--- src/design/pst_pkg.sv ---
// Shared types, constants and helpers for the knob soft-takeover block.
package pst_pkg;

    localparam int NUM_KNOBS    = 8;
    localparam int KNOB_BITS    = 3;
    localparam int VALUE_BITS   = 12;
    localparam int THRESH_BITS  = 12;
    localparam int OPCODE_BITS  = 2;

    localparam logic [THRESH_BITS-1:0] THRESH_RESET = THRESH_BITS'(164);

    typedef logic [KNOB_BITS-1:0]   t_knob;
    typedef logic [VALUE_BITS-1:0]  t_value;
    typedef logic [THRESH_BITS-1:0] t_thresh;

    typedef enum logic [OPCODE_BITS-1:0] {
        OP_MOVE        = 2'd0,
        OP_REARM_ONE   = 2'd1,
        OP_REARM_ALL   = 2'd2,
        OP_CAPTURE_ALL = 2'd3
    } t_opcode;

    // One command as it leaves the input register
    typedef struct packed {
        logic    strobe;
        t_opcode opcode;
        t_knob   knob;
        t_value  position;
        t_value  target;
    } t_cmd;

    // One result as it enters the output register
    typedef struct packed {
        logic   apply;
        t_value apply_value;
        t_knob  knob_out;
    } t_result;

    function automatic logic knob_in_range(input t_knob k);
        return (32'(k) < NUM_KNOBS);
    endfunction

endpackage

--- src/design/pst_cmd_if.sv ---
// Command channel: opcode, knob index, position and target with valid/ready.
interface pst_cmd_if;
    import pst_pkg::*;

    logic   valid;
    logic   ready;
    logic [OPCODE_BITS-1:0] opcode;
    t_knob  knob_index;
    t_value position;
    t_value target;

    modport source (output valid, opcode, knob_index, position, target, input ready);
    modport sink   (input valid, opcode, knob_index, position, target, output ready);
endinterface

--- src/design/pst_res_if.sv ---
// Result channel: apply flag, value and knob index with valid/ready.
interface pst_res_if;
    import pst_pkg::*;

    logic   valid;
    logic   ready;
    logic   apply;
    t_value apply_value;
    t_knob  knob_out;

    modport source (output valid, apply, apply_value, knob_out, input ready);
    modport sink   (input valid, apply, apply_value, knob_out, output ready);
endinterface

--- src/design/pst_cfg_if.sv ---
// Configuration write channel: pickup threshold data with valid/ready.
interface pst_cfg_if;
    import pst_pkg::*;

    logic    valid;
    logic    ready;
    t_thresh data;

    modport source (output valid, data, input ready);
    modport sink   (input valid, data, output ready);
endinterface

--- src/design/pot_soft_takeover.sv ---
// Top level of the knob soft-takeover (pickup) block.
//
// Usage:
//   i_cmd carries one command per transaction: move a knob (position and
//   the current target of its parameter), rearm one knob, rearm all knobs
//   or capture all knobs. o_res returns exactly one result per command:
//   apply, apply_value (the position when applied, else zero) and knob_out.
//   i_cfg writes the pickup threshold; write it only while the block is idle.
//   It is always ready.
// Pipeline and throughput:
//   A command is captured in the input register, decided against the knob
//   state when it moves on and lands in the output register. One command
//   per cycle is sustained while o_res is ready; the per-knob state is read
//   and updated in the same cycle as the decision, so back-to-back commands
//   on one knob see each other.
// Reset:
//   Every knob starts captured with no stored position; threshold is 164.
// Stall:
//   When o_res is held off, the result waits in the output register and the
//   input register still takes one more command before i_cmd.ready drops.
module pot_soft_takeover
    import pst_pkg::*;
(
    input  logic i_clk,
    input  logic i_rst_n,
    pst_cmd_if.sink   i_cmd,
    pst_res_if.source o_res,
    pst_cfg_if.sink   i_cfg
);

    logic    r_in_valid;
    t_cmd    r_in;
    logic    r_out_valid;
    t_result r_out;
    t_thresh r_thresh;

    logic    advance;
    t_cmd    bank_cmd;
    t_result bank_result;

    // Move the input register forward when the output slot is free or drains
    assign advance     = r_in_valid && (!r_out_valid || o_res.ready);
    assign i_cmd.ready = !r_in_valid || advance;
    assign i_cfg.ready = 1'b1;

    always_ff @(posedge i_clk) begin
        if (!i_rst_n) begin
            r_in_valid <= 1'b0;
        end else if (i_cmd.ready) begin
            r_in_valid <= i_cmd.valid;
        end
    end

    // Hold the payload until it moves on
    always_ff @(posedge i_clk) begin
        if (i_cmd.valid && i_cmd.ready) begin
            r_in.strobe   <= 1'b1;
            r_in.opcode   <= t_opcode'(i_cmd.opcode);
            r_in.knob     <= i_cmd.knob_index;
            r_in.position <= i_cmd.position;
            r_in.target   <= i_cmd.target;
        end
    end

    always_comb begin
        bank_cmd        = r_in;
        bank_cmd.strobe = advance;
    end

    pst_knob_bank u_bank (
        .i_clk    (i_clk),
        .i_rst_n  (i_rst_n),
        .i_cmd    (bank_cmd),
        .i_thresh (r_thresh),
        .o_result (bank_result)
    );

    always_ff @(posedge i_clk) begin
        if (!i_rst_n) begin
            r_out_valid <= 1'b0;
        end else if (advance) begin
            r_out_valid <= 1'b1;
        end else if (o_res.ready) begin
            r_out_valid <= 1'b0;
        end
    end

    always_ff @(posedge i_clk) begin
        if (advance) begin
            r_out <= bank_result;
        end
    end

    always_ff @(posedge i_clk) begin
        if (!i_rst_n) begin
            r_thresh <= THRESH_RESET;
        end else if (i_cfg.valid && i_cfg.ready) begin
            r_thresh <= i_cfg.data;
        end
    end

    assign o_res.valid       = r_out_valid;
    assign o_res.apply       = r_out.apply;
    assign o_res.apply_value = r_out.apply_value;
    assign o_res.knob_out    = r_out.knob_out;

endmodule

--- src/design/pst_knob_bank.sv ---
// Per-knob state registers and the takeover decision for one command.
module pst_knob_bank
    import pst_pkg::*;
(
    input  logic    i_clk,
    input  logic    i_rst_n,
    input  t_cmd    i_cmd,
    input  t_thresh i_thresh,
    output t_result o_result
);

    logic   r_captured [NUM_KNOBS];
    logic   r_has_pos  [NUM_KNOBS];
    t_value r_last_pos [NUM_KNOBS];

    logic   knob_ok;
    logic   is_move;
    logic   sel_captured;
    logic   sel_has_pos;
    t_value sel_last_pos;
    t_value diff;
    logic   near;
    logic   crossed;
    logic   take;

    assign knob_ok      = knob_in_range(i_cmd.knob);
    assign is_move      = (i_cmd.opcode == OP_MOVE);
    assign sel_captured = knob_ok ? r_captured[i_cmd.knob] : 1'b0;
    assign sel_has_pos  = knob_ok ? r_has_pos[i_cmd.knob]  : 1'b0;
    assign sel_last_pos = r_last_pos[i_cmd.knob];

    assign diff = (i_cmd.position >= i_cmd.target) ? (i_cmd.position - i_cmd.target)
                                                   : (i_cmd.target - i_cmd.position);
    assign near = (diff <= i_thresh);

    // Movement from the last position reached or crossed the target
    assign crossed = sel_has_pos &&
                     (((sel_last_pos <= i_cmd.target) && (i_cmd.position >= i_cmd.target)) ||
                      ((sel_last_pos >= i_cmd.target) && (i_cmd.position <= i_cmd.target)));

    assign take = sel_captured || near || crossed;

    always_comb begin
        o_result.apply       = is_move && knob_ok && take;
        o_result.apply_value = o_result.apply ? i_cmd.position : '0;
        o_result.knob_out    = ((i_cmd.opcode == OP_REARM_ALL) ||
                                (i_cmd.opcode == OP_CAPTURE_ALL)) ? '0 : i_cmd.knob;
    end

    always_ff @(posedge i_clk) begin
        if (!i_rst_n) begin
            for (int k = 0; k < NUM_KNOBS; k++) begin
                r_captured[k] <= 1'b1;
                r_has_pos[k]  <= 1'b0;
            end
        end else if (i_cmd.strobe) begin
            case (i_cmd.opcode)
                OP_MOVE: begin
                    if (knob_ok) begin
                        if (take) begin
                            r_captured[i_cmd.knob] <= 1'b1;
                        end
                        r_has_pos[i_cmd.knob] <= 1'b1;
                    end
                end
                OP_REARM_ONE: begin
                    if (knob_ok) begin
                        r_captured[i_cmd.knob] <= 1'b0;
                    end
                end
                OP_REARM_ALL: begin
                    for (int k = 0; k < NUM_KNOBS; k++) begin
                        r_captured[k] <= 1'b0;
                    end
                end
                OP_CAPTURE_ALL: begin
                    for (int k = 0; k < NUM_KNOBS; k++) begin
                        r_captured[k] <= 1'b1;
                    end
                end
                default: begin
                end
            endcase
        end
    end

    // Positions are only read once the has-position mark is set
    always_ff @(posedge i_clk) begin
        if (i_cmd.strobe && is_move && knob_ok) begin
            r_last_pos[i_cmd.knob] <= i_cmd.position;
        end
    end

endmodule

--- src/flat_wrapper.sv ---
// flat-port wrapper written by rule: the top's interface ports become plain ports
module pot_soft_takeover_flat import pst_pkg::*;
  (i_clk, i_rst_n, i_cmd_valid, i_cmd_opcode, i_cmd_knob_index, i_cmd_position, i_cmd_target, i_cmd_ready, o_res_valid, o_res_apply, o_res_apply_value, o_res_knob_out, o_res_ready, i_cfg_valid, i_cfg_data, i_cfg_ready);
  pst_cmd_if i_cmd_i ();
  pst_res_if o_res_i ();
  pst_cfg_if i_cfg_i ();
  input  logic i_clk;
  input  logic i_rst_n;
  input wire logic [$bits(i_cmd_i.valid)-1:0] i_cmd_valid;
  input wire logic [$bits(i_cmd_i.opcode)-1:0] i_cmd_opcode;
  input wire logic [$bits(i_cmd_i.knob_index)-1:0] i_cmd_knob_index;
  input wire logic [$bits(i_cmd_i.position)-1:0] i_cmd_position;
  input wire logic [$bits(i_cmd_i.target)-1:0] i_cmd_target;
  output wire logic [$bits(i_cmd_i.ready)-1:0] i_cmd_ready;
  output wire logic [$bits(o_res_i.valid)-1:0] o_res_valid;
  output wire logic [$bits(o_res_i.apply)-1:0] o_res_apply;
  output wire logic [$bits(o_res_i.apply_value)-1:0] o_res_apply_value;
  output wire logic [$bits(o_res_i.knob_out)-1:0] o_res_knob_out;
  input wire logic [$bits(o_res_i.ready)-1:0] o_res_ready;
  input wire logic [$bits(i_cfg_i.valid)-1:0] i_cfg_valid;
  input wire logic [$bits(i_cfg_i.data)-1:0] i_cfg_data;
  output wire logic [$bits(i_cfg_i.ready)-1:0] i_cfg_ready;
  assign i_cmd_i.valid = i_cmd_valid;
  assign i_cmd_i.opcode = i_cmd_opcode;
  assign i_cmd_i.knob_index = i_cmd_knob_index;
  assign i_cmd_i.position = i_cmd_position;
  assign i_cmd_i.target = i_cmd_target;
  assign i_cmd_ready = i_cmd_i.ready;
  assign o_res_valid = o_res_i.valid;
  assign o_res_apply = o_res_i.apply;
  assign o_res_apply_value = o_res_i.apply_value;
  assign o_res_knob_out = o_res_i.knob_out;
  assign o_res_i.ready = o_res_ready;
  assign i_cfg_i.valid = i_cfg_valid;
  assign i_cfg_i.data = i_cfg_data;
  assign i_cfg_ready = i_cfg_i.ready;
  pot_soft_takeover u_core (.i_clk(i_clk), .i_rst_n(i_rst_n), .i_cmd(i_cmd_i), .o_res(o_res_i), .i_cfg(i_cfg_i));
endmodule
--- config.mk ---
export PLATFORM = sky130hd
export DESIGN_NAME = pot_soft_takeover_flat
export DESIGN_NICKNAME = d
export VERILOG_FILES = /design/src/design/pst_pkg.sv /design/src/design/pst_cmd_if.sv /design/src/design/pst_res_if.sv /design/src/design/pst_cfg_if.sv /design/src/design/pot_soft_takeover.sv /design/src/design/pst_knob_bank.sv /design/src/flat_wrapper.sv
export SDC_FILE = /design/constraint.sdc
export NUM_CORES = 1
export LEC_CHECK = 0
export BUFFER_PORTS_ARGS = -buffer_cell sky130_fd_sc_hd__clkbuf_2
export CORE_ASPECT_RATIO = 0.75
export CORE_UTILIZATION = 60
export CTS_CLUSTER_SIZE = 20
export DETAILED_ROUTE_END_ITERATION = 10
export PLACE_DENSITY_LB_ADDON = 0.05
export SETUP_SLACK_MARGIN = 0.5
export SYNTH_ARGS = -nofsm -noshare
export SYNTH_HDL_FRONTEND = slang
export SYNTH_SLANG_ARGS = --single-unit
--- constraint.sdc ---
create_clock -name i_clk -period 13.65 [get_ports i_clk]
set_input_delay 2.73 -clock i_clk [delete_from_list [all_inputs] [get_ports i_clk]]
set_output_delay 2.73 -clock i_clk [all_outputs]
set_load 0.005 [all_outputs]
# --- After elaboration in Yosys (flattened, before gate mapping) ---
# Memory sizes are Yosys's and may differ from the RTL's. A register that Yosys moved wholly into a read port is not among the register bits.
# Cells that the tools add are included.
word_totals:
  ff_bits: 59
  mem_bits_rw: 112
  input_bits: 46
  output_inout_bits: 19
  word_cells: 112
  n_memories: 3
classes:
  n_addsub: 2
  magnitude_cmp: 5
  n_eq_ne: 3
  n_mux: 53
  bitwise_logic: 17
  n_reduce_logical: 19
mem_list:
  columns: ["name", "depth", "word_bits", "read_ports", "rd_clocked_by_memory_dff", "wr", "line", "source"]
  rows:
  - ["u_core.u_bank.r_last_pos", 8, 12, 1, 1, 1, "pst_knob_bank.sv:14", "t_value r_last_pos [NUM_KNOBS];"]
  - ["u_core.u_bank.r_captured", 8, 1, 1, 1, 8, "pst_knob_bank.sv:12", "logic r_captured [NUM_KNOBS];"]
  - ["u_core.u_bank.r_has_pos", 8, 1, 1, 1, 8, "pst_knob_bank.sv:13", "logic r_has_pos [NUM_KNOBS];"]
ops:
  columns: ["cell", "count"]
  rows:
  - ["$mux 1", 47]
  - ["$le 12x12->1", 3]
  - ["$ge 12x12->1", 2]
  - ["$sub 12x12->12", 2]
  - ["$or 1x1->1", 17]
  - ["$mux 3", 5]
  - ["$mux 12", 1]
  - ["$logic_and 1x1->1", 7]
  - ["$logic_or 1x1->1", 6]
  - ["$eq 2x2->1 const B", 2]
  - ["$eq 2x1->1 const B", 1]
  - ["$logic_not 1->1", 2]
  - ["$logic_not 2->1", 1]
  - ["$reduce_bool 2->1", 1]
  - ["$reduce_or 1->1", 2]

# --- Logic depth before layout (Yosys ltp) ---
logic_depth:
  word_depth: 13
  mapped_depth: 21
  mapped_depth_nobuf: 19

# --- Hierarchy ---
# Synthesis repeated with hierarchy kept, for this count alone.
hier_totals:
  cells_unflattened: 626
  area_unflattened_um2: 8209.1
modules_own_cells:
  columns: ["module", "instances", "cells_each", "area_each_um2", "seq_area_each_um2"]
  rows:
  - ["pst_knob_bank", 1, 532, 6318.6, 3233.1]
  - ["pot_soft_takeover", 1, 94, 1890.6, 1631.6]

# --- Least setup slack after synthesis ---
# Ideal clock, no wire load.
synth_timing:
  path_kind: "input port to output port"
  startpoint: "input o_res_ready"
  endpoint: "output i_cmd_ready"
  arrival_ps: 3019
  required_ps: 10920
  setup_slack_ps: 7901
  path_stages: 2
  path_buffers: 0
  path_cell_list: "nor2b_1 nand2_1"
synth_via:
  elab_chain_len: 3
synth_rtl:
  columns: ["item", "line", "source"]
  rows:
  - ["start: declaration", "flat_wrapper.sv:19", "input wire logic [$bits(o_res_i.ready)-1:0] o_res_ready;"]
  - ["$logic_or 1x1->1", "pot_soft_takeover.sv:42", "assign advance = r_in_valid && (!r_out_valid || o_res.ready);"]
  - ["$logic_and 1x1->1", "pot_soft_takeover.sv:42", null]
  - ["$logic_or 1x1->1", "pot_soft_takeover.sv:43", "assign i_cmd.ready = !r_in_valid || advance;"]
  - ["end: declaration", "flat_wrapper.sv:14", "output wire logic [$bits(i_cmd_i.ready)-1:0] i_cmd_ready;"]
# No other way between the ends.

# --- Worst setup path after layout ---
# Ends and elaborated chain as after synthesis.

==> results_dict.tcl <==
set metrics [dict create \
    power.ir.vdd_worst_mv 0.104 \
    cts_root_buf "sky130_fd_sc_hd__clkbuf_16" \
    fin_cells 850 \
    dp.cells 818 \
    vias_per_cell 5.96 \
    drt-pass1-iter-count 8 \
    layout-drive-gt1-share 0.256 \
    diodes 0 \
    cpPeakStageDelay_ps 210 \
    tightestPinTransition_ps 990 \
    register_area_um2 4930 \
    final.setup.tns_ps 0 \
    core_region_area_um2 13700 \
    drc_errors 8 \
    crit_reg_reg_endpoint "u_core.o_res.apply_value[11]$_SDFFCE_PP0P_" \
    timing.critical_path.buf_inv 2 \
    synth_warnings 0 \
    synthFlopType "sky130_fd_sc_hd__edfxtp_1" \
    worst_clock_skew_ps 15.7 \
    holdCritPathClass "register to register" \
    number_of_gates_given_a_new_drive_strength_after_cts 0 \
    synth_area_um2 8390 \
    design.portCount 65 \
    critPathLaunchType "input pin" \
    grt_setup_unrepaired "no" \
    multi_input_area_um2 3170 \
    detailroute.via_count 5067 \
    synth-edff-count 144 \
    fp-row-count 37 \
    synth_nets 688 \
    crit_family "simple AND/OR/NAND/NOR gates" \
    design.die.area_um2 14500 \
    final.fill_count 923 \
    main_area_contributors_after_synthesis "sky130_fd_sc_hd__edfxtp_1 52%, sky130_fd_sc_hd__mux4_2 7.5%, sky130_fd_sc_hd__dfxtp_1 7.2%" \
    io_buffer_count 63 \
    hold_viol 0 \
    crit_path_cell_trace "clkbuf_2, nor2b_1, nand2_1, clkbuf_2" \
    end_kind "output port" \
    timing.reg2reg.worst_path_depth 19 \
    final-setup-viol-count 0 \
    tritoncts "yes" \
    worst_ep_required_time_ps 10920 \
    cts-htree-levels 4 \
    post_synthesis_to_final_layout_area_growth_pct 12.7 \
    timing.final.max_slew_violations 0 \
    route.antenna.remaining_nets 0 \
    final_period_minus_worst_setup_slack_ps 5990 \
    avgSynthCellArea_um2 14.1 \
    yosys.area.top_type "sky130_fd_sc_hd__edfxtp_1" \
    die_w_um 139 \
    floorplan_die_height_um 104 \
    power.static_leakage_nw 3.64 \
    cts-buffers-inserted 17 \
    violations_in_the_final_reports "design-rule violations" \
    worst-setup-path-type "input pin to output port" \
    syn-instance-count 593 \
    leading_cell_type_in_the_layout_fill_and_taps_excluded "sky130_fd_sc_hd__edfxtp_1" \
    grt_start_max_net_pins 29 \
    power.density_cell_area_nw_per_um2 131 \
    yosysUniqueCellTypes 53 \
    wl_um 17000 \
    layout.nets 757 \
    async_reset_ff_frac 0 \
    start_util 0.614 \
    min_period_over_period 0.439 \
    grt_first_pass_wirelength_um 26800 \
    worst_ep_arrival_time_ps 3260 \
    mostFrequentLayoutCells "144 x sky130_fd_sc_hd__edfxtp_1, 63 x sky130_fd_sc_hd__clkbuf_2, 47 x sky130_fd_sc_hd__ha_1" \
    post-synth-top-area-fraction 0.516 \
    cts_max_path_buffers 2 \
    hold_path_end "u_core.u_bank.r_has_pos[3]$_DFF_P_" \
    initial_antenna_violation_count 0 \
    timing.reg2reg.setup_slack_ps 8520 \
    synth_seq_area_share 0.587 \
    clkTransAtPathRegs_ps 70 \
    cts_post_setup_buffers_inserted 0 \
    routedWlPerCell_um 20.0 \
    drv.max_cap_violation_count 0 \
    critPathMostFrequentCell "sky130_fd_sc_hd__clkbuf_2" \
    status "finished, violations left" \
    post-dp-hpwl_um 11700 \
    globalRouteOverflowTotal 0 \
    hold_start "u_core.u_bank.r_has_pos[3]$_DFF_P_" \
    clock_sink_total 174 \
    crit_path_max_fanout 4 \
    slew-limit-headroom 0.340 \
    grt_use_total 0.252 \
    worst_hold_path.num_cells 1 \
    yosys_register_bits 174 \
    worstSkewPairLatency_ps 420 \
    fmax_mhz 167 \
    crit-reg2reg-launch "u_core.bank_cmd[12]$_DFFE_PP_" \
    place_congestion 0.862 \
    detail_route.iter0.violations 343 \
    critical_path.slowest_cell "sky130_fd_sc_hd__nor2b_1" \
    hold_buffers 0 \
    grt_pass1_vias 4940 \
]
[cells in the mapped netlist (all sizes together), types with 2 or more instances]
cell type    n
o21bai       4
buf         13
xnor2        7
nor3         3
edfxtp     144
mux2i       16
xor2         3
clkbuf      11
mux4        28
nor2        33
o211ai       9
dfxtp       30
nor2b       17
a21oi       39
inv         43
and2        16
nand2       22
nand3b       4
a211oi       2
a221o        2
a221oi       6
o21ai       12
nand3       10
mux2        16
nand4       11
fa           2
a21o        17
ha          47
o21a        12
[logic make-up after synthesis]
logic type                 count (synthesis)  synth area share
DFF                                      174             0.587
and+or+nand+nor                          122            0.0822
muxes                                     60             0.117
other                                      1          0.000447
AOI/OAI and AO/OA                        110            0.0927
xor gates and xnor gates                  10            0.0104
adders and majority gates                 49            0.0749
buffers and inverters                     67            0.0348
[routing by layer]
| layer | routed length, um | global-route usage | up-vias |
|---|---|---|---|
| met5 | 0 | 0 | - |
| met4 | 189 | 0.0835 | 0 |
| met3 | 919 | 0.0465 | 16 |
| met2 | 7930 | 0.392 | 185 |
| met1 | 7980 | 0.360 | 2493 |
| li1 | - | - | 2373 |
[stage by stage]
stage / cell area [um2] / hold WS, ps / util / setup slack [ps] / power, mW
after CTS: 9450 / 470 / 0.692 / 7660 / 1.24
after global placement: 8870 / 442 / 0.650 / 7700 / 0.774
after floorplan: 8390 / 435 / - / 7900 / 0.734
after detailed placement: 8870 / 455 / 0.650 / 7660 / 0.779
after global routing: 9450 / 496 / 0.692 / 7570 / 1.28
final: 9450 / 465 / 0.692 / 7660 / 1.24
[how the worst max path moves through the flow]
stage,startpoint,to,depth (start not counted)
detailed placement,o_res_ready,i_cmd_ready,4
global placement,o_res_ready,i_cmd_ready,4
floorplan,o_res_ready,i_cmd_ready,2
finish,o_res_ready,i_cmd_ready,4
CTS,o_res_ready,i_cmd_ready,4
global route,o_res_ready,i_cmd_ready,4
[state kept, by name, summed over array words and instances (netlist names), named ones only]
register and count:
u_core.o_res.knob_out 3, u_core.u_bank.r_has_pos 8, u_core.o_res.valid 1, u_core.o_res.apply 1, u_core.bank_cmd 29, u_core.r_in_valid 1, u_core.o_res.apply_value 12, u_core.r_thresh 12
u_core.u_bank.r_last_pos 96, u_core.u_bank.r_captured 8
[power by group]
part	internal, mW	total (mW)	switching, mW
registers	0.589	0.607	0.0187
clock network	0.254	0.471	0.217
logic	0.0746	0.161	0.0861
[layout make-up]
type / count / share of cell area
multi-input cells: 352 / 0.335
flip-flops and latches: 174 / 0.521
inverters: 43 / 0.0171
clock buffers: 20 / 0.0485
repair buffers: 74 / 0.0421
clock inverters: 12 / 0.0127
well taps: 175 / 0.0232
No activity file was read; power rests on OpenSTA's default activity.
